### config.mk
export PLATFORM = sky130hd
export DESIGN_NAME = save_image_stream_checker_core
export DESIGN_NICKNAME = d
export VERILOG_FILES = /design/src/sv/ssc_pkg.sv /design/src/sv/save_image_stream_checker_core.sv /design/src/sv/ssc_cfg.sv /design/src/sv/ssc_chk.sv
export SDC_FILE = /design/constraint.sdc
export NUM_CORES = 1
export LEC_CHECK = 0
export BUFFER_PORTS_ARGS = -buffer_cell sky130_fd_sc_hd__buf_4
export CORE_UTILIZATION = 56
export CTS_CLUSTER_SIZE = 30
export DETAILED_ROUTE_END_ITERATION = 16
export PLACE_DENSITY_LB_ADDON = 0.08
export SETUP_SLACK_MARGIN = 0.2
export SYNTH_ARGS = -nofsm -noshare
export SYNTH_HDL_FRONTEND = slang
export SYNTH_SLANG_ARGS = --single-unit
### constraint.sdc
create_clock -name i_clk -period 4.9 [get_ports i_clk]
set_clock_uncertainty 0.2 [all_clocks]
set_input_delay 0.245 -clock i_clk [delete_from_list [all_inputs] [get_ports i_clk]]
set_output_delay 0.245 -clock i_clk [all_outputs]
set_load 0.01 [all_outputs]
### src/sv/ssc_pkg.sv
// Shared types, constants and the CRC-32 byte step for the save image checker.
// No dependencies; every other file of the block imports this package.
`timescale 1ns / 1ps

package ssc_pkg;

    // Header layout and limits
    localparam int unsigned HDR_BYTES          = 24;
    localparam int unsigned HDR_IDX_W          = 5;
    localparam int unsigned COUNT_W            = 17;
    localparam logic [COUNT_W-1:0] COUNT_MAX   = '1;
    localparam logic [31:0] HDR_MAGIC          = 32'h534E_4346;
    localparam logic [15:0] HDR_VERSION        = 16'd1;
    localparam int unsigned DEF_MAX_PAYLOAD    = 65536;

    // CRC-32, reflected form
    localparam logic [31:0] CRC_POLY           = 32'hEDB8_8320;
    localparam logic [31:0] CRC_INIT           = 32'hFFFF_FFFF;

    // Configuration port
    localparam int unsigned CFG_ADDR_W         = 3;
    localparam logic        REG_ROM_CRC        = 1'b0;

    typedef enum logic [3:0] {
        ST_OK           = 4'd0,
        ST_TRUNCATED    = 4'd1,
        ST_MAGIC        = 4'd2,
        ST_VERSION      = 4'd3,
        ST_HEADER       = 4'd4,
        ST_PAYLOAD_SIZE = 4'd5,
        ST_LENGTH       = 4'd6,
        ST_ROM          = 4'd7,
        ST_CHECKSUM     = 4'd8
    } t_status;

    typedef struct packed {
        logic [7:0] data_byte;
        logic       last;
    } t_in_item;

    typedef struct packed {
        t_status            status;
        logic [COUNT_W-1:0] payload_length;
    } t_out_item;

    // Advance the CRC by one byte, LSB first
    function automatic logic [31:0] crc_byte(input logic [31:0] crc, input logic [7:0] b);
        logic [31:0] c;
        c = crc ^ {24'd0, b};
        for (int i = 0; i < 8; i++) begin
            c = c[0] ? ((c >> 1) ^ CRC_POLY) : (c >> 1);
        end
        return c;
    endfunction

endpackage

### src/sv/save_image_stream_checker_core.sv
// Top level of the save image stream checker: input register, checker state,
// result register and register port. Depends on ssc_pkg, ssc_cfg and ssc_chk.
`timescale 1ns / 1ps

// Takes one image byte per clock, except while the input side stalls as below,
// and keeps taking them indefinitely. The verdict is registered: the byte marked
// last is held in the input register and its verdict is loaded into the result
// register as it leaves. Each byte is checked between the input register and the
// result register, where the CRC-32 byte step and the header compares sit.
// The input side stalls only when a last byte waits for a result register that
// still holds an untaken result. Write expected_rom_crc while no image is in
// flight; header bytes are not cleared at reset and every verdict reads only
// bytes of the current image.
module save_image_stream_checker_core #(
    parameter int unsigned MAX_PAYLOAD_BYTES = ssc_pkg::DEF_MAX_PAYLOAD
) (
    input  logic                           i_clk,
    input  logic                           i_rst_n,
    input  logic                           i_in_valid,
    input  ssc_pkg::t_in_item              i_in,
    output logic                           o_in_stall,
    output logic                           o_out_valid,
    output ssc_pkg::t_out_item             o_out,
    input  logic                           i_out_stall,
    input  logic                           psel,
    input  logic                           penable,
    input  logic                           pwrite,
    input  logic [ssc_pkg::CFG_ADDR_W-1:0] paddr,
    input  logic [31:0]                    pwdata,
    output logic [31:0]                    prdata,
    output logic                           pready
);
    import ssc_pkg::*;

    logic        r_in_valid;
    t_in_item    r_in;
    logic        r_out_valid;
    t_out_item   r_out;
    logic        w_out_free;
    logic        w_fire;
    logic        w_take;
    logic [31:0] w_rom_crc;
    t_out_item   w_result;

    ssc_cfg u_cfg (
        .i_clk     (i_clk),
        .i_rst_n   (i_rst_n),
        .psel      (psel),
        .penable   (penable),
        .pwrite    (pwrite),
        .paddr     (paddr),
        .pwdata    (pwdata),
        .prdata    (prdata),
        .pready    (pready),
        .o_rom_crc (w_rom_crc)
    );

    ssc_chk #(
        .MAX_PAYLOAD_BYTES (MAX_PAYLOAD_BYTES)
    ) u_chk (
        .i_clk     (i_clk),
        .i_rst_n   (i_rst_n),
        .i_fire    (w_fire),
        .i_item    (r_in),
        .i_rom_crc (w_rom_crc),
        .o_result  (w_result)
    );

    // Advance a held byte unless it is a last byte with nowhere to put its result
    assign w_out_free = !r_out_valid || !i_out_stall;
    assign w_fire     = r_in_valid && (!r_in.last || w_out_free);
    assign o_in_stall = r_in_valid && !w_fire;
    assign w_take     = i_in_valid && !o_in_stall;

    // Input register
    always_ff @(posedge i_clk) begin
        if (!i_rst_n) begin
            r_in_valid <= 1'b0;
        end else if (w_take) begin
            r_in_valid <= 1'b1;
        end else if (w_fire) begin
            r_in_valid <= 1'b0;
        end
    end

    always_ff @(posedge i_clk) begin
        if (w_take) begin
            r_in <= i_in;
        end
    end

    // Result register: load on a last byte, drop once transferred out
    always_ff @(posedge i_clk) begin
        if (!i_rst_n) begin
            r_out_valid <= 1'b0;
        end else if (w_fire && r_in.last) begin
            r_out_valid <= 1'b1;
        end else if (!i_out_stall) begin
            r_out_valid <= 1'b0;
        end
    end

    always_ff @(posedge i_clk) begin
        if (w_fire && r_in.last) begin
            r_out <= w_result;
        end
    end

    assign o_out_valid = r_out_valid;
    assign o_out       = r_out;

    a_stall_cause: assert property (@(posedge i_clk) disable iff (!i_rst_n)
        o_in_stall |-> r_in_valid && r_in.last && r_out_valid)
        else $error("input stalled without a blocked last byte");

    a_result_made: assert property (@(posedge i_clk) disable iff (!i_rst_n)
        w_fire && r_in.last |=> o_out_valid)
        else $error("last byte gave no result");

    a_out_hold: assert property (@(posedge i_clk) disable iff (!i_rst_n)
        o_out_valid && i_out_stall |=> o_out_valid && $stable(o_out))
        else $error("stalled result changed or vanished");

endmodule

### src/sv/ssc_cfg.sv
// APB-style register port for the save image checker: holds the expected ROM CRC.
// Depends on ssc_pkg.
`timescale 1ns / 1ps

module ssc_cfg (
    input  logic                           i_clk,
    input  logic                           i_rst_n,
    input  logic                           psel,
    input  logic                           penable,
    input  logic                           pwrite,
    input  logic [ssc_pkg::CFG_ADDR_W-1:0] paddr,
    input  logic [31:0]                    pwdata,
    output logic [31:0]                    prdata,
    output logic                           pready,
    output logic [31:0]                    o_rom_crc
);
    import ssc_pkg::*;

    logic [31:0] r_rom_crc;
    logic        w_sel_rom;

    // Decode the word address
    assign w_sel_rom = (paddr[2] == REG_ROM_CRC);
    assign pready    = 1'b1;

    // Write on the access phase
    always_ff @(posedge i_clk) begin
        if (!i_rst_n) begin
            r_rom_crc <= '0;
        end else if (psel && penable && pwrite && w_sel_rom) begin
            r_rom_crc <= pwdata;
        end
    end

    // Read back
    always_comb begin
        prdata = w_sel_rom ? r_rom_crc : 32'd0;
    end

    assign o_rom_crc = r_rom_crc;

endmodule

### src/sv/ssc_chk.sv
// Per-byte state of the save image checker: byte count, header bytes, running CRC,
// and the end-of-image verdict. Depends on ssc_pkg.
`timescale 1ns / 1ps

module ssc_chk #(
    parameter int unsigned MAX_PAYLOAD_BYTES = ssc_pkg::DEF_MAX_PAYLOAD
) (
    input  logic                i_clk,
    input  logic                i_rst_n,
    input  logic                i_fire,
    input  ssc_pkg::t_in_item   i_item,
    input  logic [31:0]         i_rom_crc,
    output ssc_pkg::t_out_item  o_result
);
    import ssc_pkg::*;

    logic [COUNT_W-1:0] r_count;
    logic [COUNT_W-1:0] n_count;
    logic [31:0]        r_crc;
    logic [31:0]        n_crc;
    logic [7:0]         r_hdr [HDR_BYTES];
    logic [7:0]         w_hdr [HDR_BYTES];
    logic               w_in_hdr;
    logic [COUNT_W-1:0] w_total;
    logic [31:0]        w_crc_upd;
    logic [31:0]        w_magic;
    logic [15:0]        w_version;
    logic [15:0]        w_hdr_size;
    logic [31:0]        w_rom;
    logic [31:0]        w_payload;
    logic [31:0]        w_pay_crc;
    logic [31:0]        w_reserved;
    logic [32:0]        w_expect_total;

    assign w_in_hdr = (r_count < COUNT_W'(HDR_BYTES));

    // Count with saturation
    assign w_total = (r_count == COUNT_MAX) ? r_count : r_count + 1'b1;

    // CRC covers only bytes after the header
    assign w_crc_upd = w_in_hdr ? r_crc : crc_byte(r_crc, i_item.data_byte);

    // Merge the byte being written so the verdict sees the full header
    always_comb begin
        for (int k = 0; k < HDR_BYTES; k++) begin
            w_hdr[k] = (w_in_hdr && r_count[HDR_IDX_W-1:0] == HDR_IDX_W'(k))
                     ? i_item.data_byte : r_hdr[k];
        end
    end

    // Little-endian header fields
    assign w_magic    = {w_hdr[3],  w_hdr[2],  w_hdr[1],  w_hdr[0]};
    assign w_version  = {w_hdr[5],  w_hdr[4]};
    assign w_hdr_size = {w_hdr[7],  w_hdr[6]};
    assign w_rom      = {w_hdr[11], w_hdr[10], w_hdr[9],  w_hdr[8]};
    assign w_payload  = {w_hdr[15], w_hdr[14], w_hdr[13], w_hdr[12]};
    assign w_pay_crc  = {w_hdr[19], w_hdr[18], w_hdr[17], w_hdr[16]};
    assign w_reserved = {w_hdr[23], w_hdr[22], w_hdr[21], w_hdr[20]};

    assign w_expect_total = 33'(HDR_BYTES) + {1'b0, w_payload};

    // Verdict: first failing check decides
    always_comb begin
        o_result.status         = ST_OK;
        o_result.payload_length = '0;
        if (w_total < COUNT_W'(HDR_BYTES)) begin
            o_result.status = ST_TRUNCATED;
        end else if (w_magic != HDR_MAGIC) begin
            o_result.status = ST_MAGIC;
        end else if (w_version != HDR_VERSION) begin
            o_result.status = ST_VERSION;
        end else if (w_hdr_size != 16'(HDR_BYTES) || w_reserved != 32'd0) begin
            o_result.status = ST_HEADER;
        end else if (w_payload == 32'd0 ||
                     {1'b0, w_payload} > 33'(MAX_PAYLOAD_BYTES)) begin
            o_result.status = ST_PAYLOAD_SIZE;
        end else if (w_total == COUNT_MAX || {16'd0, w_total} != w_expect_total) begin
            o_result.status = ST_LENGTH;
        end else if (w_rom != i_rom_crc) begin
            o_result.status = ST_ROM;
        end else if (~w_crc_upd != w_pay_crc) begin
            o_result.status = ST_CHECKSUM;
        end else begin
            o_result.payload_length = w_payload[COUNT_W-1:0];
        end
    end

    // Next count and CRC: restart after the last byte
    always_comb begin
        n_count = r_count;
        n_crc   = r_crc;
        if (i_fire) begin
            n_count = i_item.last ? '0 : w_total;
            n_crc   = i_item.last ? CRC_INIT : w_crc_upd;
        end
    end

    always_ff @(posedge i_clk) begin
        if (!i_rst_n) begin
            r_count <= '0;
            r_crc   <= CRC_INIT;
        end else begin
            r_count <= n_count;
            r_crc   <= n_crc;
        end
    end

    // Capture header bytes
    always_ff @(posedge i_clk) begin
        if (i_fire && w_in_hdr) begin
            r_hdr[r_count[HDR_IDX_W-1:0]] <= i_item.data_byte;
        end
    end

    a_restart: assert property (@(posedge i_clk) disable iff (!i_rst_n)
        i_fire && i_item.last |=> (r_count == '0) && (r_crc == CRC_INIT))
        else $error("count or CRC not restarted after last byte");

    a_len_ok_only: assert property (@(posedge i_clk) disable iff (!i_rst_n)
        o_result.payload_length != '0 |-> o_result.status == ST_OK)
        else $error("payload length reported with a failing status");

    a_hdr_frozen: assert property (@(posedge i_clk) disable iff (!i_rst_n)
        i_fire && !w_in_hdr && !i_item.last |=> r_count >= COUNT_W'(HDR_BYTES))
        else $error("byte count fell back into the header");

endmodule
* Word level (Yosys, flattened, before mapping)
Memories as Yosys holds them, arrays and structs flattened.
Index checks and enable logic that the tools add are counted.
** Word-level totals
- Bits in registers :: 113
- Memory bits (writable) :: 192
- Input bits :: 51
- Output and inout bits :: 56
- Logic and storage cells :: 159
- Memories kept :: 1
** Operators by class
- Add/sub/neg operators :: 2
- Magnitude comparators :: 3
- Equal/unequal tests :: 32
- Mux-type cells :: 50
- Bitwise gates (word level) :: 11
- Reductions and logical operators :: 49
** Memory list
- u_chk.r_hdr :: words 24, bits a word 8, rd ports 24, clocked after Yosys merged registers in 0, wr ports 1, RTL line ssc_chk.sv:21 : logic [7:0] r_hdr [HDR_BYTES];
** Operator list (number)
- $mux W32 :: 11
- $mux W8 :: 24
- $not A13 Y14 :: 8
- $ne A32 B32 Y1 :: 2
- $eq A5 B4 Y1 const B :: 8
- $eq A5 B5 Y1 const B :: 8
- $eq A17 B17 Y1 const B :: 2
- $lt A17 B5 Y1 const B :: 2
- $mux W17 :: 2
- $add A5 B32 Y33 const A :: 1
- $ne A17 B33 Y1 :: 1
- $gt A32 B17 Y1 const B :: 1
- $logic_and A1 B1 Y1 :: 32
- $logic_not A32 Y1 :: 1
- $ne A32 B31 Y1 const B :: 1
- $not A32 Y32 :: 1
- $reduce_bool A32 Y1 :: 1
- $xor A32 B8 Y32 :: 1
- $eq A5 B3 Y1 const B :: 4
- $add A17 B1 Y17 const B :: 1
- $ne A16 B1 Y1 const B :: 1
- $ne A16 B5 Y1 const B :: 1
- $mux W3 :: 4
- $eq A5 B2 Y1 const B :: 2
- other kinds (13) :: 27

* Depth between registers and ports, before layout
Gate-level depths: netlist of run 1.
- Word-level depth :: 27
- Gate-level depth with buffers :: 19
- Mapped depth without buffers :: 16

* Hierarchy
From an unflattened synthesis of run 1, not the netlist that was laid out.
** Unflattened totals
- Cell total of the unflattened synthesis :: 1558
- Area, all modules :: 16910.0 µm²
** By module, submodules not included
- ssc_chk :: times used 1, cells an instance 1340, area each 14376.3 µm², sequential area each 6746.5 µm²
- ssc_cfg :: times used 1, cells an instance 177, area each 1537.7 µm², sequential area each 640.6 µm²
- save_image_stream_checker_core :: times used 1, cells an instance 41, area each 996.0 µm², sequential area each 940.9 µm²

* Worst setup path after synthesis of run 1
OpenSTA, ideal clock, no wires.
- Path type :: reg2reg
- Start :: register u_chk.r_count[9]
- End :: register r_out, in the netlist o_out[15] (data pin)
- Library setup time :: 0.137 ns
- Data arrival time :: 4.256 ns
- Data required time :: 4.563 ns
- Setup slack :: 0.306 ns
- Cell stages (with the launch flop) :: 19
- Buffers on the path :: 5
- Period minus slack after synthesis :: 4.594 ns
- Path through :: dfxtp_1 > buf_4 > or4_1 > buf_2 > nor4_1 > buf_4 > buf_2 > mux2i_1 > ha_1 > nor2b_1 > mux2_2 > a21boi_2 > xor2_1 > a221oi_2 > o2111ai_1 > nor4_4 > nand4_2 > buf_6 > nor2_2
** Between the ends
- Longest elaborated chain between the ends :: 7
- Elaborated cells on any way between the ends :: 70
- Classes of those cells :: add/sub: 2; order compare: 3; eq/ne: 8; mux: 26; bitwise: 1; reduce/logical: 30
** Ends and longest elaborated chain
- from (decl) :: RTL line ssc_chk.sv:17 : logic [COUNT_W-1:0] r_count;
- from (signal assigned) :: RTL line ssc_chk.sv:103 : r_count <= n_count;
- $lt A17 B5 Y1 :: RTL line ssc_chk.sv:35 : assign w_in_hdr = (r_count < COUNT_W'(HDR_BYTES));
- $logic_and A1 B1 Y1 :: RTL line ssc_chk.sv:46 : w_hdr[k] = (w_in_hdr && r_count[HDR_IDX_W-1:0] == HDR_IDX_W'(k))
- $mux W8 :: RTL line ssc_chk.sv:47 : ? i_item.data_byte : r_hdr[k];
- $add A5 B32 Y33 :: RTL line ssc_chk.sv:60 : assign w_expect_total = 33'(HDR_BYTES) + {1'b0, w_payload};
- $ne A17 B33 Y1 :: RTL line ssc_chk.sv:77 : end else if (w_total == COUNT_MAX || {16'd0, w_total} != w_expect_total) begin
- $logic_or A1 B1 Y1 :: RTL line ssc_chk.sv:77
- $reduce_or A8 Y1 (no source line)
- to (signal assigned) :: RTL line save_image_stream_checker_core.sv:105 : r_out <= w_result;
- to (decl) :: RTL line save_image_stream_checker_core.sv:38 : t_out_item r_out;
Several ways; a longest one is shown, not always the timed one.
A chain may end at the register's enable or synchronous reset.

* Worst setup path in the final report of run 1
- Start :: register r_in[2] (netlist bit)
- End :: register r_out, in the netlist o_out[7] (data pin)
** Between the ends
- Longest elaborated chain between the ends :: 17
- Elaborated cells on any way between the ends :: 55
- Classes of those cells :: add/sub: 1; order compare: 1; eq/ne: 6; mux: 33; bitwise: 8; reduce/logical: 6
** Ends and longest elaborated chain
- from (decl) :: RTL line save_image_stream_checker_core.sv:36 : t_in_item r_in;
- from (signal assigned) :: RTL line save_image_stream_checker_core.sv:88 : r_in <= i_in;
- $xor A32 B8 Y32 :: RTL line ssc_pkg.sv:49 : c = crc ^ {24'd0, b};
- $mux W32 (2 in a row) :: RTL line ssc_pkg.sv:51 : c = c[0] ? ((c >> 1) ^ CRC_POLY) : (c >> 1);
- $not A13 Y14 (no source line) or $mux W32 (tied branches)
- $mux W32 or $not A13 Y14 (tied branches) (2 in a row)
- $not A13 Y14 (no source line) or $mux W32 (tied branches)
- $mux W32 :: RTL line ssc_pkg.sv:51
- $not A13 Y14 (no source line) or $mux W32 (tied branches)
- $mux W32 or $not A13 Y14 (tied branches)
- $not A13 Y14 (no source line) or $mux W32 (tied branches)
- $mux W32 or $not A13 Y14 (tied branches)
- $mux W32 :: RTL line ssc_pkg.sv:51
- $mux W32 :: RTL line ssc_chk.sv:41 : assign w_crc_upd = w_in_hdr ? r_crc : crc_byte(r_crc, i_item.data_byte);
- $not A32 Y32 :: RTL line ssc_chk.sv:81 : end else if (~w_crc_upd != w_pay_crc) begin
- $ne A32 B32 Y1 :: RTL line ssc_chk.sv:81
- $reduce_or A8 Y1 (no source line) (*)
Every way passes the cells marked *; elsewhere a longest branch is shown, timed or not.

==> impl_results.md, run 1 <==
- Status: complete, no violations
- CP Launch Type: flip-flop
- CTS root buf: clkbuf_16
- Latest clock arrival within the worst-skew pair: 520 ps
- CP max-delay cell: xnor2_1
- Row count: 62
- Synth top area cells: edfxtp_1 (40%), dfxtp_1 (9.9%), mux2i_1 (5.1%)
- Crit Path Max Fanout: 17
- Synth cell types: 90
- Final GP Congestion: 0.979
- Inserted Diodes: 0
- EDFF count, synth: 222
- Register area share after synthesis: 0.497
- Required time worst endpoint: 5070 ps
- Placeable Area: 29100 sq um
- DR iter-0 viols: 1483
- Hold Violations, Final: 0
- Critical path's top delay family: XOR/XNOR gates
- Wire length of the first global-routing pass: 76900 um
- Post-synthesis cell count: 1596
- Post-synth top area cell: edfxtp_1
- Most Frequent Cell on Critical Path: xnor2_1
- Post-DP HPWL: 34500 um
- Slowest stage delay, CP: 950 ps
- Final setup violation count: 0
- Pwr/cell area: 303 nW/um^2
- WL/cell: 23.2 um
- Tot Pwr: 6.04 mW
- Avg Inst Size Synth: 10.5 sq um
- H-tree depth: 2
- Commonest cells after routing, fill and taps aside: edfxtp_1 (222), nand2_1 (185), buf_4 (183)
- Post-Route WL: 50200 um
- Port bufs: 103
- Total gr overflow: 0
- FMAX: 0.223 GHz
- Final Cell Area: 19900 sq um
- Mean number of vias per cell: 6.22
- Vias in the first global route: 13100
- Worst hold path class: primary input to flip-flop
- Asr flop ratio synth: 0
- NumNets Final: 1819
- WHS: 43.0 ps
- Setup Crit Path Kind: flip-flop to flip-flop
- Initial antenna violation count: 0
- CP endpoint kind: flip-flop
- Fillers: 2184
- DP Cell Count: 2065
- Commonest non-fill, non-tap cell in the layout: edfxtp_1
- # DRC: 0
- Buf+Inv Stages, Crit Path: 3
- Die area: 30600 sq um
- DR pass1 iterations: 6
- FF/Latch Area: 8330 sq um
- Sum Neg Setup Slack: 0 ps
- Max Cap Viol: 0
- Vias: 13500
- Min Tclk post-route: 4490 ps
- P&R area growth vs syn: 19.1%
- Maximum vdd ir drop: 0.344 mV
- Total clock sinks: 305
- TritonCTS buffer count: 34
- Antenna-violating nets left: 0
- Largest net degree at the start of global routing: 52
- Die Height: 175 um
- Relative slew slack: 0.231
- Final period utilization: 0.915
- Mapped Nets: 1653
- CTS Buffer Depth: 3
- Finished Layout Cells: 2167
- Crit path cell chain: xnor2_1, xnor2_1, buf_4, xnor3_1, mux2i_1, xnor2_1, nor4_1, nand4b_1, nor4_1, buf_4, nand4_2, buf_12, nor2_1
- Initial Util: 0.576
- Seq cells post-synth: 305
- Share of cells above drive strength 1: 0.163
- Ys Warns: 0
- CTS tree: built
- Worst Tran Pin Value: 1150 ps
- Synthesized area: 16700 sq um
- DIE WIDTH: 175 um
- RSZ-0062 raised after global routing: false
- Leakage power: 7.45 nW
- Ys flop type: edfxtp_1
- Multi-input logic area: 7890 sq um
- CTS clock-pin slew for the worst setup and hold paths: 60 ps
- Post-DP Area: 18300 sq um
- GRT Total Usage: 0.328
- Slew Viols, Final: 0
- Yosys top cell area share: 0.398
- CP Data Arrival Time: 4660 ps
- Top-Level Pins: 107
## cell type report
cell class	count	area share
Sequential cell	305	0.417
Inverter	37	0.00696
Timing Repair Buffer	232	0.0965
Multi-Input combinational cell	1152	0.396
Clock inverter	19	0.0151
Tap cell	384	0.0241
Clock buffer	38	0.0444
## cell families after synthesis
group,share of synthesized area
compound gates,0.110
xor+xnor,0.0987
fa+ha+maj,0.00448
buf+inv,0.0338
flops,0.497
mux,0.0595
other cells,0.000224
simple gates,0.196
## stage by stage
step	utilization	worst slack, ps
floorplan	-	306
CTS	0.685	221
finish	0.686	415
global route	0.686	217
global placement	0.629	325
detailed placement	0.629	203
## worst reg2reg max path, stage by stage, from the launching register on
cell      delay [ps]
edfxtp_1         550
xnor2_1          950
xnor2_1          200
buf_4            180
xnor3_1          260
mux2i_1          280
xnor2_1          120
nor4_1           430
nand4b_1         230
nor4_1           340
buf_4            180
nand4_2          130
buf_12           190
nor2_1           110
## final timing paths
check	from	end	slack, ps	depth (start not counted)
max	r_in[2]$_DFFE_PP_	o_out[7]$_SDFFCE_PP0P_	410	13
min	i_rst_n	u_chk.r_count[11]$_SDFFE_PN0P_	40	2
max reg2reg	r_in[2]$_DFFE_PP_	o_out[7]$_SDFFCE_PP0P_	410	13
min reg2reg	u_cfg.o_rom_crc[9]$_SDFFE_PN0P_	u_cfg.o_rom_crc[9]$_SDFFE_PN0P_	270	2
## flip-flops by register name (all words and copies together), names as in the netlist
name             flops
r_in_valid           1
u_chk.r_count       17
r_in                 9
u_chk.r_crc         32
o_out               21
u_cfg.o_rom_crc     32
o_out_valid          1
u_chk.r_hdr        192
## routing by layer
metal	up-vias	wire, um	global-route usage
li1	6241	-	-
met5	-	0	0
met1	6522	21900	0.460
met4	0	1670	0.118
met2	614	22900	0.521
met3	108	3680	0.0463
## cell usage after synthesis, types with 14 or more instances
master    number
a21boi_0      38
nand2_1      185
xor2_1        53
xnor2_1       80
nor2_1       115
inv_1         36
nand3_1       52
edfxtp_1     222
xnor3_1       16
o211ai_1      25
nor3_1        31
nand4_1       34
dfxtp_1       83
and3_1        21
o21ai_0       47
buf_2         14
nor2b_1       32
clkbuf_1      75
nor4_1        47
mux2i_1       86
a21oi_1       65
and4_1        15
## power breakdown
group | internal, mW | switching [mW]
Sequential | 2.78 | 0.0273
Combinational | 0.230 | 0.273
Clock | 1.67 | 1.05
Total | 4.69 | 1.35
## what timing repair did
item	in CTS	in global routing
setup buffers	0	2
endpoints found under the setup margin	4	20
resized for setup	1	4
hold buffers	43	0
pin swaps	0	2
hold endpoints to repair	43	0
No activity file was read; power rests on OpenSTA's default activity.
==> run 2, diff against run 1 <==
--- a/config.mk
+++ b/config.mk
@@ -10,6 +10,7 @@
 export CTS_CLUSTER_SIZE = 30
 export DETAILED_ROUTE_END_ITERATION = 16
 export PLACE_DENSITY_LB_ADDON = 0.08
+export RECOVER_POWER = 50
 export SETUP_SLACK_MARGIN = 0.2
 export SYNTH_ARGS = -nofsm -noshare
 export SYNTH_HDL_FRONTEND = slang
==> impl_results.md, run 2 (synthesis results as in run 1) <==
- Max Cap Viol: 1
- Combinational share of power: 0.082
- CTS clock-pin slew for the worst setup and hold paths: 60 ps
- CTS root buf: clkbuf_16
- Failing checks: max-capacitance violations, max-slew violations
- Status: complete, but fails checks
- Vias: 13500
- Min Tclk post-route: 4570 ps
- Slew Viols, Final: 35
- NumNets Final: 1819
- Total gr overflow: 0
- Maximum vdd ir drop: 0.344 mV
- Antenna-violating nets left: 0
- Commonest cells after routing, fill and taps aside: edfxtp_1 (222), nand2_1 (185), nor2_1 (115)
- CP endpoint kind: flip-flop
- Sw Ratio: 0.224
- Post-DP HPWL: 34500 um
- Row count: 62
- Met1 GRT Util: 0.460
- Largest register FFs: 192
- Vias in the first global route: 13100
- Share of cells above drive strength 1: 0.126
- Inserted Diodes: 0
- Mean number of vias per cell: 6.22
- DR iter-0 viols: 1498
- Grt met3 use: 0.0463
- Clock power frac: 0.451
- Die Height: 175 um
- Top-Level Pins: 107
- Grt met2 use: 0.521
- Setup Crit Path Kind: flip-flop to flip-flop
- Initial Util: 0.576
- Wire length of the first global-routing pass: 76900 um
- Required time worst endpoint: 5070 ps
- Tot Pwr: 6.03 mW
- Internal: 4.68 mW
- Final period utilization: 0.932
- WL/cell: 23.2 um
- Latest clock arrival within the worst-skew pair: 520 ps
- Die area: 30600 sq um
- Leakage power: 7.17 nW
- Hold Violations, Final: 0
- Worst hold path class: primary input to flip-flop
- Commonest non-fill, non-tap cell in the layout: edfxtp_1
- P&R area growth vs syn: 17.6%
- TritonCTS buffer count: 34
- GRT Total Usage: 0.328
- Final GP Congestion: 0.979
- Initial antenna violation count: 0
- RSZ-0062 raised after global routing: false
- # DRC: 0
- Worst Tran Pin Value: 1510 ps
- CP Launch Type: flip-flop
- Pwr/cell area: 306 nW/um^2
- NetSw: 1.35 mW
- CTS Buffer Depth: 3
- Largest net degree at the start of global routing: 52
- Final setup violation count: 0
- CTS tree: built
- Post-Route WL: 50200 um
- Crit Path Max Fanout: 20
- Fillers: 2256
- DR pass1 iterations: 5
- Relative slew slack: -0.00673
- DIE WIDTH: 175 um
- Flop pwr share: 0.466
- Port bufs: 103
- Sum Neg Setup Slack: 0 ps
- CP Data Arrival Time: 4740 ps
- H-tree depth: 2
- Placeable Area: 29100 sq um
- Busiest metal layer after global routing: met2
- Total clock sinks: 305
- FMAX: 0.219 GHz
[run 2: cell count changes in the layout (fill, tap and decap cells not counted), sizes merged]
cell / change
buf: -76
clkbuf: +76
[run 2: timing repair]
action | 4_1_cts | 5_1_grt
resized for setup | 1 | 4
gates cloned | 0 | 0
hold buffers | 43 | 0
buffers inserted | 0 | 2
pin swaps | 0 | 2
setup endpoints to repair | 4 | 20
hold endpoints to repair | 43 | 0
[run 2: path summary, 6_finish.rpt]
check	start	endpoint	slack (ps)	depth (start not counted)
setup / recovery	r_in[8]$_DFFE_PP_	o_out[7]$_SDFFCE_PP0P_	330	13
hold / removal	i_rst_n	u_chk.r_count[11]$_SDFFE_PN0P_	40	2
setup reg to reg	r_in[8]$_DFFE_PP_	o_out[7]$_SDFFCE_PP0P_	330	13
hold reg to reg	u_cfg.o_rom_crc[9]$_SDFFE_PN0P_	u_cfg.o_rom_crc[9]$_SDFFE_PN0P_	270	2
[run 2: through the flow]
stage,instances,utilization,hold slack (ps),worst slack [ps],instance area (sq um)
global placement,2065,0.629,224,325,18300
finish,2167,0.677,44.5,332,19700
detailed placement,2065,0.629,225,203,18300
floorplan,1596,-,144,306,16700
global route,2167,0.677,56.1,122,19700
CTS,2165,0.685,37.0,221,19900
[run 2: layout make-up]
cell class,count,area (sq um),share of cell area
flip-flops and latches,305,8330,0.423
multi-input cells,1152,7890,0.401
repair buffers,232,1670,0.0849
clock buffers,38,886,0.0450
well taps,384,480,0.0244
clock inverters,19,300,0.0152
inverters,37,139,0.00705
[run 2: critical path, stage by stage (launching register included)]
cell and delay (ps):
edfxtp_1 690, buf_4 400, clkbuf_1 820, xor2_1 150, nor3_1 190, a31oi_1 100
a2111oi_0 620, and4_1 300, nand4_1 80, buf_4 200, nor3b_2 220, nand4_2 150
buf_12 190, nor2_1 110
[run 2: power by group through the flow]
| stage | Sequential [mW] | Clock [mW] | Combinational (mW) |
|---|---|---|---|
| floorplan | 2.86 | 0 | 0.296 |
| global placement | 2.86 | 0 | 0.463 |
| detailed placement | 2.86 | 0 | 0.466 |
| CTS | 2.81 | 2.75 | 0.497 |
| global route | 2.81 | 2.85 | 0.526 |
| finish | 2.81 | 2.72 | 0.495 |
[run 2: metal layers]
metal / wire, um / share of wire
met5: 0 / 0
met4: 1660 / 0.033
met3: 3590 / 0.072
met2: 22900 / 0.46
met1: 22100 / 0.44
